===== src/hdl/gsm7u_pkg.sv =====
`timescale 1ns / 1ps
// Shared types, constants and character tables for the GSM 7-bit septet unpacker.
// Used by every module of the block; depends on nothing.
package gsm7u_pkg;

  // Configuration register indexes
  localparam logic CfgFillBits    = 1'b0;
  localparam logic CfgSeptetTotal = 1'b1;

  // Queue depths
  localparam int unsigned SeptetQueueDepth = 2;
  localparam int unsigned ResultQueueDepth = 2;

  // Escape septet of the default alphabet
  localparam logic [6:0] EscCode = 7'h1B;

  // One septet on its way from the unpacker to the character mapper
  typedef struct packed {
    logic [6:0] septet;
    logic       clr_esc;   // first septet of a new message
    logic       msg_end;
    logic       last;
  } septet_t;

  // One decoded character as delivered on the result side
  typedef struct packed {
    logic [7:0] byte0;
    logic [7:0] byte1;
    logic [7:0] byte2;
    logic [1:0] len;
    logic       msg_end;
    logic       last;
  } char_t;

  // Code points of default-alphabet septets 0x00 to 0x1F
  localparam logic [15:0] LowCodes [32] = '{
    16'h0040, 16'h00A3, 16'h0024, 16'h00A5, 16'h00E8, 16'h00E9, 16'h00F9, 16'h00EC,
    16'h00F2, 16'h00C7, 16'h000A, 16'h00D8, 16'h00F8, 16'h000D, 16'h00C5, 16'h00E5,
    16'h0394, 16'h005F, 16'h03A6, 16'h0393, 16'h039B, 16'h03A9, 16'h03A0, 16'h03A8,
    16'h03A3, 16'h0398, 16'h039E, 16'h0000, 16'h00C6, 16'h00E6, 16'h00DF, 16'h00C9
  };

  // Default alphabet lookup
  function automatic logic [15:0] default_point(logic [6:0] c);
    logic [15:0] cp;
    if (c < 7'd32) begin
      cp = LowCodes[c[4:0]];
    end else begin
      case (c)
        7'h24:   cp = 16'h00A4;
        7'h40:   cp = 16'h00A1;
        7'h5B:   cp = 16'h00C4;
        7'h5C:   cp = 16'h00D6;
        7'h5D:   cp = 16'h00D1;
        7'h5E:   cp = 16'h00DC;
        7'h5F:   cp = 16'h00A7;
        7'h60:   cp = 16'h00BF;
        7'h7B:   cp = 16'h00E4;
        7'h7C:   cp = 16'h00F6;
        7'h7D:   cp = 16'h00F1;
        7'h7E:   cp = 16'h00FC;
        7'h7F:   cp = 16'h00E0;
        default: cp = {9'd0, c};
      endcase
    end
    return cp;
  endfunction

  // Extension table lookup; unknown codes map to nothing
  function automatic logic [15:0] extension_point(logic [6:0] c);
    logic [15:0] cp;
    case (c)
      7'h14:   cp = 16'h005E;
      7'h28:   cp = 16'h007B;
      7'h29:   cp = 16'h007D;
      7'h2F:   cp = 16'h005C;
      7'h3C:   cp = 16'h005B;
      7'h3D:   cp = 16'h007E;
      7'h3E:   cp = 16'h005D;
      7'h40:   cp = 16'h007C;
      7'h65:   cp = 16'h20AC;
      default: cp = 16'h0000;
    endcase
    return cp;
  endfunction

  // UTF-8 form of a code point; unused bytes are zero
  function automatic char_t utf8_encode(logic [15:0] cp);
    char_t r;
    r = '0;
    if (cp == 16'h0000) begin
      r.len = 2'd0;
    end else if (cp < 16'h0080) begin
      r.byte0 = {1'b0, cp[6:0]};
      r.len   = 2'd1;
    end else if (cp < 16'h0800) begin
      r.byte0 = {3'b110, cp[10:6]};
      r.byte1 = {2'b10, cp[5:0]};
      r.len   = 2'd2;
    end else begin
      r.byte0 = {4'b1110, cp[15:12]};
      r.byte1 = {2'b10, cp[11:6]};
      r.byte2 = {2'b10, cp[5:0]};
      r.len   = 2'd3;
    end
    return r;
  endfunction

  // Bit position of the first septet for a given fill count
  function automatic logic [2:0] start_shift(logic [2:0] fill);
    logic [2:0] s;
    if (fill == 3'd0) begin
      s = 3'd0;
    end else begin
      s = 3'd7 - fill;
    end
    return s;
  endfunction

endpackage


===== src/hdl/gsm7u_fifo.sv =====
`timescale 1ns / 1ps
// Small register-based first-in first-out queue of generic width and depth.
// Depends on gsm7u_pkg for the default depth.
module gsm7u_fifo import gsm7u_pkg::*; #(
  parameter int unsigned Width = 10,
  parameter int unsigned Depth = SeptetQueueDepth
) (
  input  logic             clk_i,
  input  logic             rst_ni,
  input  logic             push_i,
  input  logic [Width-1:0] data_i,
  output logic             full_o,
  input  logic             pop_i,
  output logic [Width-1:0] data_o,
  output logic             empty_o
);

  localparam int unsigned PtrW = (Depth > 1) ? $clog2(Depth) : 1;
  localparam int unsigned CntW = $clog2(Depth + 1);

  logic [Width-1:0] mem_q [Depth];
  logic [PtrW-1:0]  wr_ptr_q, wr_ptr_d;
  logic [PtrW-1:0]  rd_ptr_q, rd_ptr_d;
  logic [CntW-1:0]  cnt_q, cnt_d;
  logic             do_push, do_pop;

  assign full_o  = (cnt_q == CntW'(Depth));
  assign empty_o = (cnt_q == '0);
  assign do_push = push_i && !full_o;
  assign do_pop  = pop_i && !empty_o;
  assign data_o  = mem_q[rd_ptr_q];

  // Advance pointers with wrap at the depth
  always_comb begin
    wr_ptr_d = wr_ptr_q;
    rd_ptr_d = rd_ptr_q;
    cnt_d    = cnt_q;
    if (do_push) begin
      wr_ptr_d = (wr_ptr_q == PtrW'(Depth - 1)) ? '0 : wr_ptr_q + 1'b1;
    end
    if (do_pop) begin
      rd_ptr_d = (rd_ptr_q == PtrW'(Depth - 1)) ? '0 : rd_ptr_q + 1'b1;
    end
    if (do_push && !do_pop) begin
      cnt_d = cnt_q + 1'b1;
    end else if (do_pop && !do_push) begin
      cnt_d = cnt_q - 1'b1;
    end
  end

  always_ff @(posedge clk_i or negedge rst_ni) begin
    if (!rst_ni) begin
      wr_ptr_q <= '0;
      rd_ptr_q <= '0;
      cnt_q    <= '0;
    end else begin
      wr_ptr_q <= wr_ptr_d;
      rd_ptr_q <= rd_ptr_d;
      cnt_q    <= cnt_d;
    end
  end

  // Store written entries
  always_ff @(posedge clk_i) begin
    if (do_push) begin
      mem_q[wr_ptr_q] <= data_i;
    end
  end

  a_cnt_bound: assert property (@(posedge clk_i) disable iff (!rst_ni)
    cnt_q <= CntW'(Depth))
    else $error("queue fill count beyond depth");

endmodule


===== src/hdl/gsm7u_front.sv =====
`timescale 1ns / 1ps
// Front end: configuration registers, octet intake and septet extraction.
// Depends on gsm7u_pkg; feeds the septet queue.
module gsm7u_front import gsm7u_pkg::*; (
  input  logic       clk_i,
  input  logic       rst_ni,
  input  logic       cfg_we_i,
  input  logic       cfg_idx_i,
  input  logic [7:0] cfg_data_i,
  input  logic       push_i,
  input  logic [7:0] octet_i,
  input  logic       first_i,
  output logic       full_o,
  output logic       q_push_o,
  output septet_t    q_data_o,
  input  logic       q_full_i
);

  logic [2:0] fill_q;
  logic [7:0] total_q;
  logic [6:0] carry_q, carry_d;
  logic [2:0] shift_q, shift_d;
  logic [7:0] done_q, done_d;
  logic       nm_q, nm_d;
  logic       sec_vld_q, sec_vld_d;
  septet_t    sec_q, sec_d;

  logic        accept;
  logic [6:0]  carry_s;
  logic [2:0]  shift_s;
  logic [7:0]  done_s, done1, done2;
  logic        nm_s, drop, active, wrap, e1_emit, e2_emit;
  logic [3:0]  j1;
  logic [13:0] wide;
  septet_t     e1, e2;

  assign full_o = sec_vld_q || q_full_i;
  assign accept = push_i && !full_o;

  // Configuration writes
  always_ff @(posedge clk_i or negedge rst_ni) begin
    if (!rst_ni) begin
      fill_q  <= '0;
      total_q <= '0;
    end else if (cfg_we_i) begin
      case (cfg_idx_i)
        CfgFillBits:    fill_q  <= cfg_data_i[2:0];
        CfgSeptetTotal: total_q <= cfg_data_i;
        default: ;
      endcase
    end
  end

  // Cut the octet into at most two septets
  always_comb begin
    carry_s = first_i ? 7'd0 : carry_q;
    done_s  = first_i ? 8'd0 : done_q;
    shift_s = first_i ? start_shift(fill_q) : shift_q;
    nm_s    = first_i ? 1'b1 : nm_q;
    drop    = first_i && (fill_q != 3'd0);
    active  = (done_s < total_q);

    wide    = {6'd0, octet_i} << shift_s;
    j1      = {1'b0, shift_s} + 4'd1;
    wrap    = (j1 == 4'd7);

    e1_emit = active && !drop;
    done1   = done_s + {7'd0, e1_emit};
    e2_emit = active && wrap && (done1 < total_q);
    done2   = done1 + {7'd0, e2_emit};

    e1.septet  = wide[6:0] | carry_s;
    e1.clr_esc = nm_s;
    e1.msg_end = (done1 == total_q);
    e1.last    = !e2_emit;

    e2.septet  = wide[13:7];
    e2.clr_esc = nm_s && !e1_emit;
    e2.msg_end = (done2 == total_q);
    e2.last    = 1'b1;
  end

  // Next state and queue writes
  always_comb begin
    carry_d   = carry_q;
    shift_d   = shift_q;
    done_d    = done_q;
    nm_d      = nm_q;
    sec_vld_d = sec_vld_q;
    sec_d     = sec_q;
    q_push_o  = 1'b0;
    q_data_o  = sec_q;

    if (sec_vld_q) begin
      // drain the held second septet
      if (!q_full_i) begin
        q_push_o  = 1'b1;
        sec_vld_d = 1'b0;
      end
    end else if (accept) begin
      carry_d = carry_s;
      shift_d = shift_s;
      done_d  = done_s;
      nm_d    = nm_s;
      if (active) begin
        carry_d = wrap ? 7'd0 : wide[13:7];
        shift_d = wrap ? 3'd0 : j1[2:0];
        done_d  = done2;
        nm_d    = nm_s && !(e1_emit || e2_emit);
        if (e1_emit) begin
          q_push_o = 1'b1;
          q_data_o = e1;
          if (e2_emit) begin
            sec_vld_d = 1'b1;
            sec_d     = e2;
          end
        end else if (e2_emit) begin
          q_push_o = 1'b1;
          q_data_o = e2;
        end
      end
    end
  end

  always_ff @(posedge clk_i or negedge rst_ni) begin
    if (!rst_ni) begin
      carry_q   <= '0;
      shift_q   <= '0;
      done_q    <= '0;
      nm_q      <= 1'b0;
      sec_vld_q <= 1'b0;
    end else begin
      carry_q   <= carry_d;
      shift_q   <= shift_d;
      done_q    <= done_d;
      nm_q      <= nm_d;
      sec_vld_q <= sec_vld_d;
    end
  end

  // Hold the second septet
  always_ff @(posedge clk_i) begin
    sec_q <= sec_d;
  end

  a_push_room: assert property (@(posedge clk_i) disable iff (!rst_ni)
    q_push_o |-> !q_full_i)
    else $error("septet written into a full queue");

  a_sec_no_new_msg: assert property (@(posedge clk_i) disable iff (!rst_ni)
    sec_vld_q |-> !nm_q)
    else $error("second septet held while message start still pending");

  a_shift_range: assert property (@(posedge clk_i) disable iff (!rst_ni)
    shift_q != 3'd7)
    else $error("shift position out of range");

endmodule


===== src/hdl/gsm7u_back.sv =====
`timescale 1ns / 1ps
// Back end: escape tracking and septet to UTF-8 character mapping.
// Depends on gsm7u_pkg; reads the septet queue, writes the result queue.
module gsm7u_back import gsm7u_pkg::*; (
  input  logic    clk_i,
  input  logic    rst_ni,
  input  logic    sq_empty_i,
  input  septet_t sq_data_i,
  output logic    sq_pop_o,
  input  logic    rq_full_i,
  output logic    rq_push_o,
  output char_t   rq_data_o
);

  logic        esc_q, esc_d;
  logic        esc_eff;
  logic [15:0] cp;

  assign sq_pop_o  = !sq_empty_i && !rq_full_i;
  assign rq_push_o = sq_pop_o;

  // Pick the table and encode
  always_comb begin
    esc_eff = sq_data_i.clr_esc ? 1'b0 : esc_q;
    esc_d   = esc_q;
    if (esc_eff) begin
      cp    = extension_point(sq_data_i.septet);
      esc_d = 1'b0;
    end else if (sq_data_i.septet == EscCode) begin
      cp    = 16'h0000;
      esc_d = 1'b1;
    end else begin
      cp    = default_point(sq_data_i.septet);
      esc_d = 1'b0;
    end
    rq_data_o         = utf8_encode(cp);
    rq_data_o.msg_end = sq_data_i.msg_end;
    rq_data_o.last    = sq_data_i.last;
  end

  always_ff @(posedge clk_i or negedge rst_ni) begin
    if (!rst_ni) begin
      esc_q <= 1'b0;
    end else if (sq_pop_o) begin
      esc_q <= esc_d;
    end
  end

endmodule


===== src/hdl/gsm7_septet_unpacker_core.sv =====
`timescale 1ns / 1ps
// Top level of the GSM 7-bit septet unpacker.
// Depends on gsm7u_pkg, gsm7u_front, gsm7u_back and gsm7u_fifo.

// Packed user-data octets enter through a queue-style port (push/full) and decoded
// characters leave through another (empty/pop), one septet per result, each with
// up to three UTF-8 bytes. The front end takes one octet per cycle while full is
// low and writes one septet per cycle into a short septet queue while it has room;
// an octet that yields two septets holds the second in the front end, with full
// high, until the septet queue has room. The back end maps one septet per cycle
// into a result queue while it has room, which sets the sustained output rate of
// one result per cycle. Septets are registered in the septet queue and results in
// the result queue. The user must write configuration (fill bits, septet total)
// through cfg_we_i/cfg_idx_i/cfg_data_i while the block is idle; not enforced.
module gsm7_septet_unpacker_core import gsm7u_pkg::*; #(
  parameter int unsigned SqDepth = SeptetQueueDepth,
  parameter int unsigned RqDepth = ResultQueueDepth
) (
  input  logic       clk_i,
  input  logic       rst_ni,
  input  logic       cfg_we_i,
  input  logic       cfg_idx_i,
  input  logic [7:0] cfg_data_i,
  input  logic       push,
  output logic       full,
  input  logic [7:0] octet_i,
  input  logic       first_i,
  output logic       empty,
  input  logic       pop,
  output logic [7:0] char_byte0_o,
  output logic [7:0] char_byte1_o,
  output logic [7:0] char_byte2_o,
  output logic [1:0] char_len_o,
  output logic       message_end_o,
  output logic       last_o
);

  logic    sq_push, sq_full, sq_pop, sq_empty;
  septet_t sq_wdata, sq_rdata;
  logic    rq_push, rq_full;
  char_t   rq_wdata, rq_rdata;

  gsm7u_front u_front (
    .clk_i      (clk_i),
    .rst_ni     (rst_ni),
    .cfg_we_i   (cfg_we_i),
    .cfg_idx_i  (cfg_idx_i),
    .cfg_data_i (cfg_data_i),
    .push_i     (push),
    .octet_i    (octet_i),
    .first_i    (first_i),
    .full_o     (full),
    .q_push_o   (sq_push),
    .q_data_o   (sq_wdata),
    .q_full_i   (sq_full)
  );

  gsm7u_fifo #(
    .Width ($bits(septet_t)),
    .Depth (SqDepth)
  ) u_septet_q (
    .clk_i   (clk_i),
    .rst_ni  (rst_ni),
    .push_i  (sq_push),
    .data_i  (sq_wdata),
    .full_o  (sq_full),
    .pop_i   (sq_pop),
    .data_o  (sq_rdata),
    .empty_o (sq_empty)
  );

  gsm7u_back u_back (
    .clk_i      (clk_i),
    .rst_ni     (rst_ni),
    .sq_empty_i (sq_empty),
    .sq_data_i  (sq_rdata),
    .sq_pop_o   (sq_pop),
    .rq_full_i  (rq_full),
    .rq_push_o  (rq_push),
    .rq_data_o  (rq_wdata)
  );

  gsm7u_fifo #(
    .Width ($bits(char_t)),
    .Depth (RqDepth)
  ) u_result_q (
    .clk_i   (clk_i),
    .rst_ni  (rst_ni),
    .push_i  (rq_push),
    .data_i  (rq_wdata),
    .full_o  (rq_full),
    .pop_i   (pop),
    .data_o  (rq_rdata),
    .empty_o (empty)
  );

  assign char_byte0_o  = rq_rdata.byte0;
  assign char_byte1_o  = rq_rdata.byte1;
  assign char_byte2_o  = rq_rdata.byte2;
  assign char_len_o    = rq_rdata.len;
  assign message_end_o = rq_rdata.msg_end;
  assign last_o        = rq_rdata.last;

endmodule


===== config.mk =====
export PLATFORM = sky130hd
export DESIGN_NAME = gsm7_septet_unpacker_core
export DESIGN_NICKNAME = d
export VERILOG_FILES = /design/src/hdl/gsm7u_pkg.sv /design/src/hdl/gsm7u_fifo.sv /design/src/hdl/gsm7u_front.sv /design/src/hdl/gsm7u_back.sv /design/src/hdl/gsm7_septet_unpacker_core.sv
export SDC_FILE = /design/constraint.sdc
export NUM_CORES = 1
export LEC_CHECK = 0
export BUFFER_PORTS_ARGS = -buffer_cell sky130_fd_sc_hd__buf_2
export CORE_MARGIN = 3
export CORE_UTILIZATION = 41
export CTS_BUF_LIST = sky130_fd_sc_hd__clkbuf_16
export DETAILED_ROUTE_END_ITERATION = 10
export PLACE_DENSITY = 0.58
export REMOVE_ABC_BUFFERS = 1
export SYNTH_ARGS = -nofsm -noshare
export SYNTH_HDL_FRONTEND = slang
export SYNTH_SLANG_ARGS = --single-unit

===== constraint.sdc =====
create_clock -name clk_i -period 17.3 [get_ports clk_i]
set_input_delay 3.46 -clock clk_i [delete_from_list [all_inputs] [get_ports clk_i]]
set_output_delay 3.46 -clock clk_i [all_outputs]
set_load 0.02 [all_outputs]

Yosys cells after proc, flatten, opt, wreduce, memory -nomap -nowiden --
Memory sizes are Yosys's and may differ from the RTL's. Index checks and enable logic that the tools add are counted.
Storage, ports and cells: register bits 50, RAM bits 76, ROM bits 512, input port bits 23, output and inout port bits 30, logic and storage cells 170, memories 3
Operators by class: $add $sub $neg 12, magnitude comparators 6, equal/unequal tests 27, shift-type cells 1, mux-type cells 57, bitwise gates (word level) 4, reductions and logical operators 42
Memory list:
- (name not given) | words 32, bits a word 16, rd ports 1, clocked after Yosys merged registers in 0, wr ports 0, RTL line gsm7u_pkg.sv:47 | cp = LowCodes[c[4:0]];
- u_result_q.mem_q | words 2, bits a word 28, rd ports 1, clocked after Yosys merged registers in 0, wr ports 1, RTL line gsm7u_fifo.sv:21 | logic [Width-1:0] mem_q [Depth];
- u_septet_q.mem_q | words 2, bits a word 10, rd ports 1, clocked after Yosys merged registers in 0, wr ports 1, RTL line gsm7u_fifo.sv:21
Operators with widths (number):
- $pmux 14 s9 | 1
- $pmux 8 s13 | 1
- $mux 16 | 6
- $eq 7x7->1 const B | 13
- $mux 10 | 5
- $eq 7x6->1 const B | 7
- $mux 8 | 4
- $mux 1 | 25
- $mux 24 | 1
- $mux 7 | 3
- $add 8x1->8 | 2
- $eq 8x8->1 | 2
- $logic_and 1x1->1 | 16
- $logic_not 16->1 | 1
- $lt 16x12->1 const B | 1
- $lt 16x8->1 const B | 1
- $lt 8x8->1 | 2
- $eq 7x5->1 const B | 2
- $mux 14 | 1
- $shl 8x3->14 | 1
- $logic_not 1->1 | 13
- $mux 2 | 6
- $mux 3 | 4
- $lt 7x6->1 const B | 1
- other kinds (18) | 30

Longest topological paths before layout --
word-level depth 17, gate-level depth with buffers 30, depth with buffers taken out 27

Cells and area by module --
A second synthesis with hierarchy kept.
Unflattened totals: cells, all modules 736, area, all modules 7946.4 µm²
By module, submodules not included:
- gsm7u_front | instances 1, cells each 343, area an instance 3241.9 µm², sequential area each 1076.0 µm²
- gsm7u_fifo (u_result_q) | instances 1, cells each 106, area an instance 2264.7 µm², sequential area each 1781.7 µm²
- gsm7u_back | instances 1, cells each 237, area an instance 1512.7 µm², sequential area each 25.0 µm²
- gsm7u_fifo (u_septet_q) | instances 1, cells each 50, area an instance 927.1 µm², sequential area each 700.7 µm²

Worst setup path after synthesis --
Ideal clock, no wire load.
path type input-to-reg, start in first_i, end mem u_septet_q.mem_q[0][1], data pin, setup time 157 ps, data arrival time 8741 ps, required time 17143 ps, slack 8402 ps, cell stages on the path 29, path buffers 3, cells stage by stage buf_4 -> clkbuf_1 -> nor2b_1 -> ha_1 -> a21o_1 -> a211oi_1 -> a21oi_1 -> nor2_2 -> nand2_1 -> inv_1 -> ha_1 -> ha_1 -> nand3_1 -> or3_1 -> a21oi_1 -> ha_1 -> o21a_1 -> o31ai_1 -> nand3_2 -> clkbuf_1 -> inv_1 -> ha_1 -> ha_1 -> nor4b_1 -> xnor2_1 -> xnor2_1 -> nor3_1 -> nand4_1 -> a21oi_1
RTL lines:
- start: declaration | RTL line gsm7_septet_unpacker_core.sv:27 | input logic first_i,
- end: declaration | RTL line gsm7u_fifo.sv:21

==> flow_summary.yaml <==
run_status:
  status: "completed"
final_layout:
  fillerInstances: 1689
  syn2layout_area_growth_pct: 12.9
  layout_common_cells: "edfxtp_1, nor2_1, nand2_1, buf_2, mux2_2"
  final_design_area_no_fill_sq_um: 8580
  utilization_pct: 47.5
  post_route_cells_drive_above_1_share_pct: 20.5
  nets: 819
  final-instance-count-excl-fill: 1009
  antenna_cells: 0
  most_common_cell_after_layout_fill_and_taps_aside: "edfxtp_1"
clock_network:
  cts.reportedPaths.clkPinSlew_ps: 60
  cts-buffers-inserted: 17
  post_cts_resize_count: 0
  cts_hold_buf: 0
  cts_buffer_depth: 2
  htree_num_levels: 4
  clock_sinks: 118
  post_cts.repair.setup_buffers: 0
  clock_latency_ps: 420
  clockRootBuffer: "clkbuf_16"
  tritoncts: "yes"
logic_synthesis:
  avgSynthCellArea_sq_um: 10.6
  synth_seq_area_share_pct: 44.0
  synth_flop_cell: "edfxtp_1"
  synth_cells: 720
  postSynthRegisterBits: 118
  ys.warnings.count: 0
  synth-edff-count: 78
  cell_area_after_synthesis_sq_um: 7600
  unique_masters_post_synth: 93
  share_of_synthesized_flip_flops_with_an_asynchronous_set_or_reset_pct: 33.9
placement:
  place.detailed.hpwl_um: 13500
  place.port_buffers: 50
  routabilityCongestion: 0.906
  dpl.cell_count: 977
  placed_area_sq_um: 7990
  place_ws_ps: 7390
route:
  drt_pass1_iterations: 5
  routed_wire_length_per_instance_um: 18.4
  route.final.wire_length_um: 18600
  drtAntennaViolNets: 0
  drtIter0Drc: 473
  vias: 5847
  routed_via_density: 5.79
  drc_errors: 0
sta:
  clock-skew-final_ps: 12.9
  finalHoldWorstSlack_ps: 494
  setup-tns-final_ps: 0
  setup_viol: 0
  report.final.hold_viol_count: 0
  max_slew.worst_pin.slew_ps: 1120
  final.setup.worst_slack_ps: 7700
  timing.final.crit_period_ps: 9600
  maxSlewViolCount: 0
  layout_worst_path_cycle_share_pct: 55.5
  relSlewSlack_pct: 25.1
  rsz0062_at_grt: "no"
  fmax_ghz: 0.104
pwr:
  power_per_cell_area_nw_per_um2: 186
  part_of_the_power_in_registers_pct: 31.7
  design_power_total_mw: 1.60
  p_sw_uw: 658
  power.ir.vdd_worst_v: 0.0000825
  netSwitchingFraction_pct: 41.2
  leakage_nw: 3.47
  internal-power_uw: 939
  power.clock.fraction_pct: 22.0
  power.combinational.fraction_pct: 46.3
worst_setup_path:
  critical_path_buf_inv_count: 3
  critical_path.slowest_cell: "nand3_2"
  cp_capture_type: "flop"
  startpoint_type: "primary input"
  timing.critical_path.required_ps: 17550
  critical-path-top-delay-family: "simple AND/OR/NAND/NOR gates"
  worst_path_largest_cell_delay_ps: 560
  crit_top_cell: "ha_1"
  timing_worst_setup_path_type: "primary input to flop"
  worst_ep_arrival_time_ps: 9850
  critPathMaxFanout: 28
floorplan:
  initial_utilization_pct: 42.0
  die-height_um: 142
  floorplan.rows: 49
  design.core.area_sq_um: 18100
  die_width_um: 142
  die-area_sq_um: 20200
  io_pins: 53
global_route:
  grt_util_met1_pct: 24.3
  first_global_vias: 5942
  initial_antenna_violation_count: 0
  grt_overflow_total: 0
  gr-usage-met2_pct: 31.5
  pin_count_of_the_biggest_net_entering_global_routing: 41
  groute.usage.overall_pct: 18.9
  grt_first_pass_wirelength_um: 30600
  grtUsageMet3_pct: 4.17
  gr-max-usage-layer: "met2"
run:
  cap_violations: 0
hold_path:
  hold_path_class: "flop to flop"
## area by class of cell
class,count,area (sq um),share of cell area (%)
clock inverter,15,169,1.97
multi-input combinational,540,3940,45.9
tap,229,287,3.34
inverter,36,135,1.57
clock buffer,17,425,4.96
timing repair buffer,54,280,3.27
sequential,118,3340,39.0
## synthesized netlist by cell type, drive strengths merged (9+ instances only)
| master | n | share of area [%] |
|---|---|---|
| xor2 | 11 | 1.3 |
| and3 | 11 | 0.91 |
| a211oi | 10 | 0.99 |
| nand2b | 9 | 0.74 |
| ha | 29 | 4.8 |
| nand2 | 56 | 3.0 |
| a21oi | 37 | 2.6 |
| mux2 | 41 | 6.1 |
| nor3 | 19 | 1.4 |
| inv | 36 | 1.8 |
| a31oi | 10 | 0.82 |
| dfrtp | 40 | 13 |
| a21o | 9 | 0.89 |
| nor2b | 13 | 1.1 |
| nand3 | 27 | 1.8 |
| mux2i | 22 | 3.4 |
| edfxtp | 78 | 31 |
| a22o | 13 | 1.5 |
| clkbuf | 13 | 0.64 |
| and2 | 10 | 0.82 |
| nor2 | 57 | 2.8 |
| buf | 20 | 2.1 |
| xnor2 | 17 | 2.0 |
| o21ai | 33 | 2.4 |
## kinds of logic (layout without fill, tap and decap cells)
| logic type | Yosys count | in the layout | synth area share (%) |
|---|---|---|---|
| other | 1 | 8 | 0.0493 |
| AO/OA/AOI/OAI | 177 | 177 | 17.3 |
| AND/OR/NAND/NOR | 232 | 232 | 15.9 |
| XOR/XNOR | 29 | 29 | 3.52 |
| flip-flops | 118 | 118 | 44.0 |
| multiplexers | 64 | 64 | 9.76 |
| adder cells (fa/ha/maj) | 30 | 30 | 4.90 |
| buffers and inverters | 69 | 122 | 4.56 |
## routing by layer
layer,up-vias,routed length (um)
met1,2838,8140
li1,2794,-
met5,-,0
met4,0,357
met2,184,9150
met3,31,932
## worst paths after layout
check / from / end / slack, ps / cells past startpoint
min in group asynchronous: rst_ni / u_front.done_q[3] / 3200 / 1
max reg2reg: u_front.done_q[4] / u_septet_q.mem_q[0][1] / 10550 / 27
max: first_i / u_septet_q.mem_q[0][1] / 7700 / 28
min: u_septet_q.wr_ptr_q / u_septet_q.wr_ptr_q / 490 / 1
max in group asynchronous: rst_ni / u_front.done_q[5] / 13510 / 1
min reg2reg: u_septet_q.wr_ptr_q / u_septet_q.wr_ptr_q / 490 / 1
## worst register-to-register path, cell delays in order, from the launching register on
cell      delay (ps)
dfrtp_1          440
nor2b_1          160
ha_1             300
a21o_1           190
a211oi_1         230
a21oi_1          160
nor2_2           350
nand2_1          180
inv_1            200
ha_1             200
ha_1             180
nand3_1          130
xor2_1           180
nor2_1           210
ha_1             300
o21ai_0          210
a21oi_1           70
o31ai_1          460
nand3_2          560
inv_1            200
ha_1             180
ha_1             180
nor4b_1          460
xnor2_1          170
xnor2_1          150
nor3_1           190
nand4_1          130
a21oi_1          200
## power groups by stage
| stage | clock (mW) | sequential (mW) | combinational (mW) |
|---|---|---|---|
| floorplan | 0 | 0.506 | 0.524 |
| global placement | 0 | 0.508 | 0.732 |
| detailed placement | 0 | 0.513 | 0.738 |
| CTS | 0.358 | 0.508 | 0.741 |
| global route | 0.373 | 0.519 | 0.811 |
| finish | 0.351 | 0.507 | 0.740 |
## state kept, by name (all words and copies together) (netlist names), 3 cells and up
register and count:
u_front.carry_q 7, u_septet_q.mem_q 20, u_result_q.mem_q 48, u_front.fill_q 3, u_front.done_q 8, u_front.sec_q 10, u_front.total_q 8, u_front.shift_q 3
(Power assumes the default switching activity.)
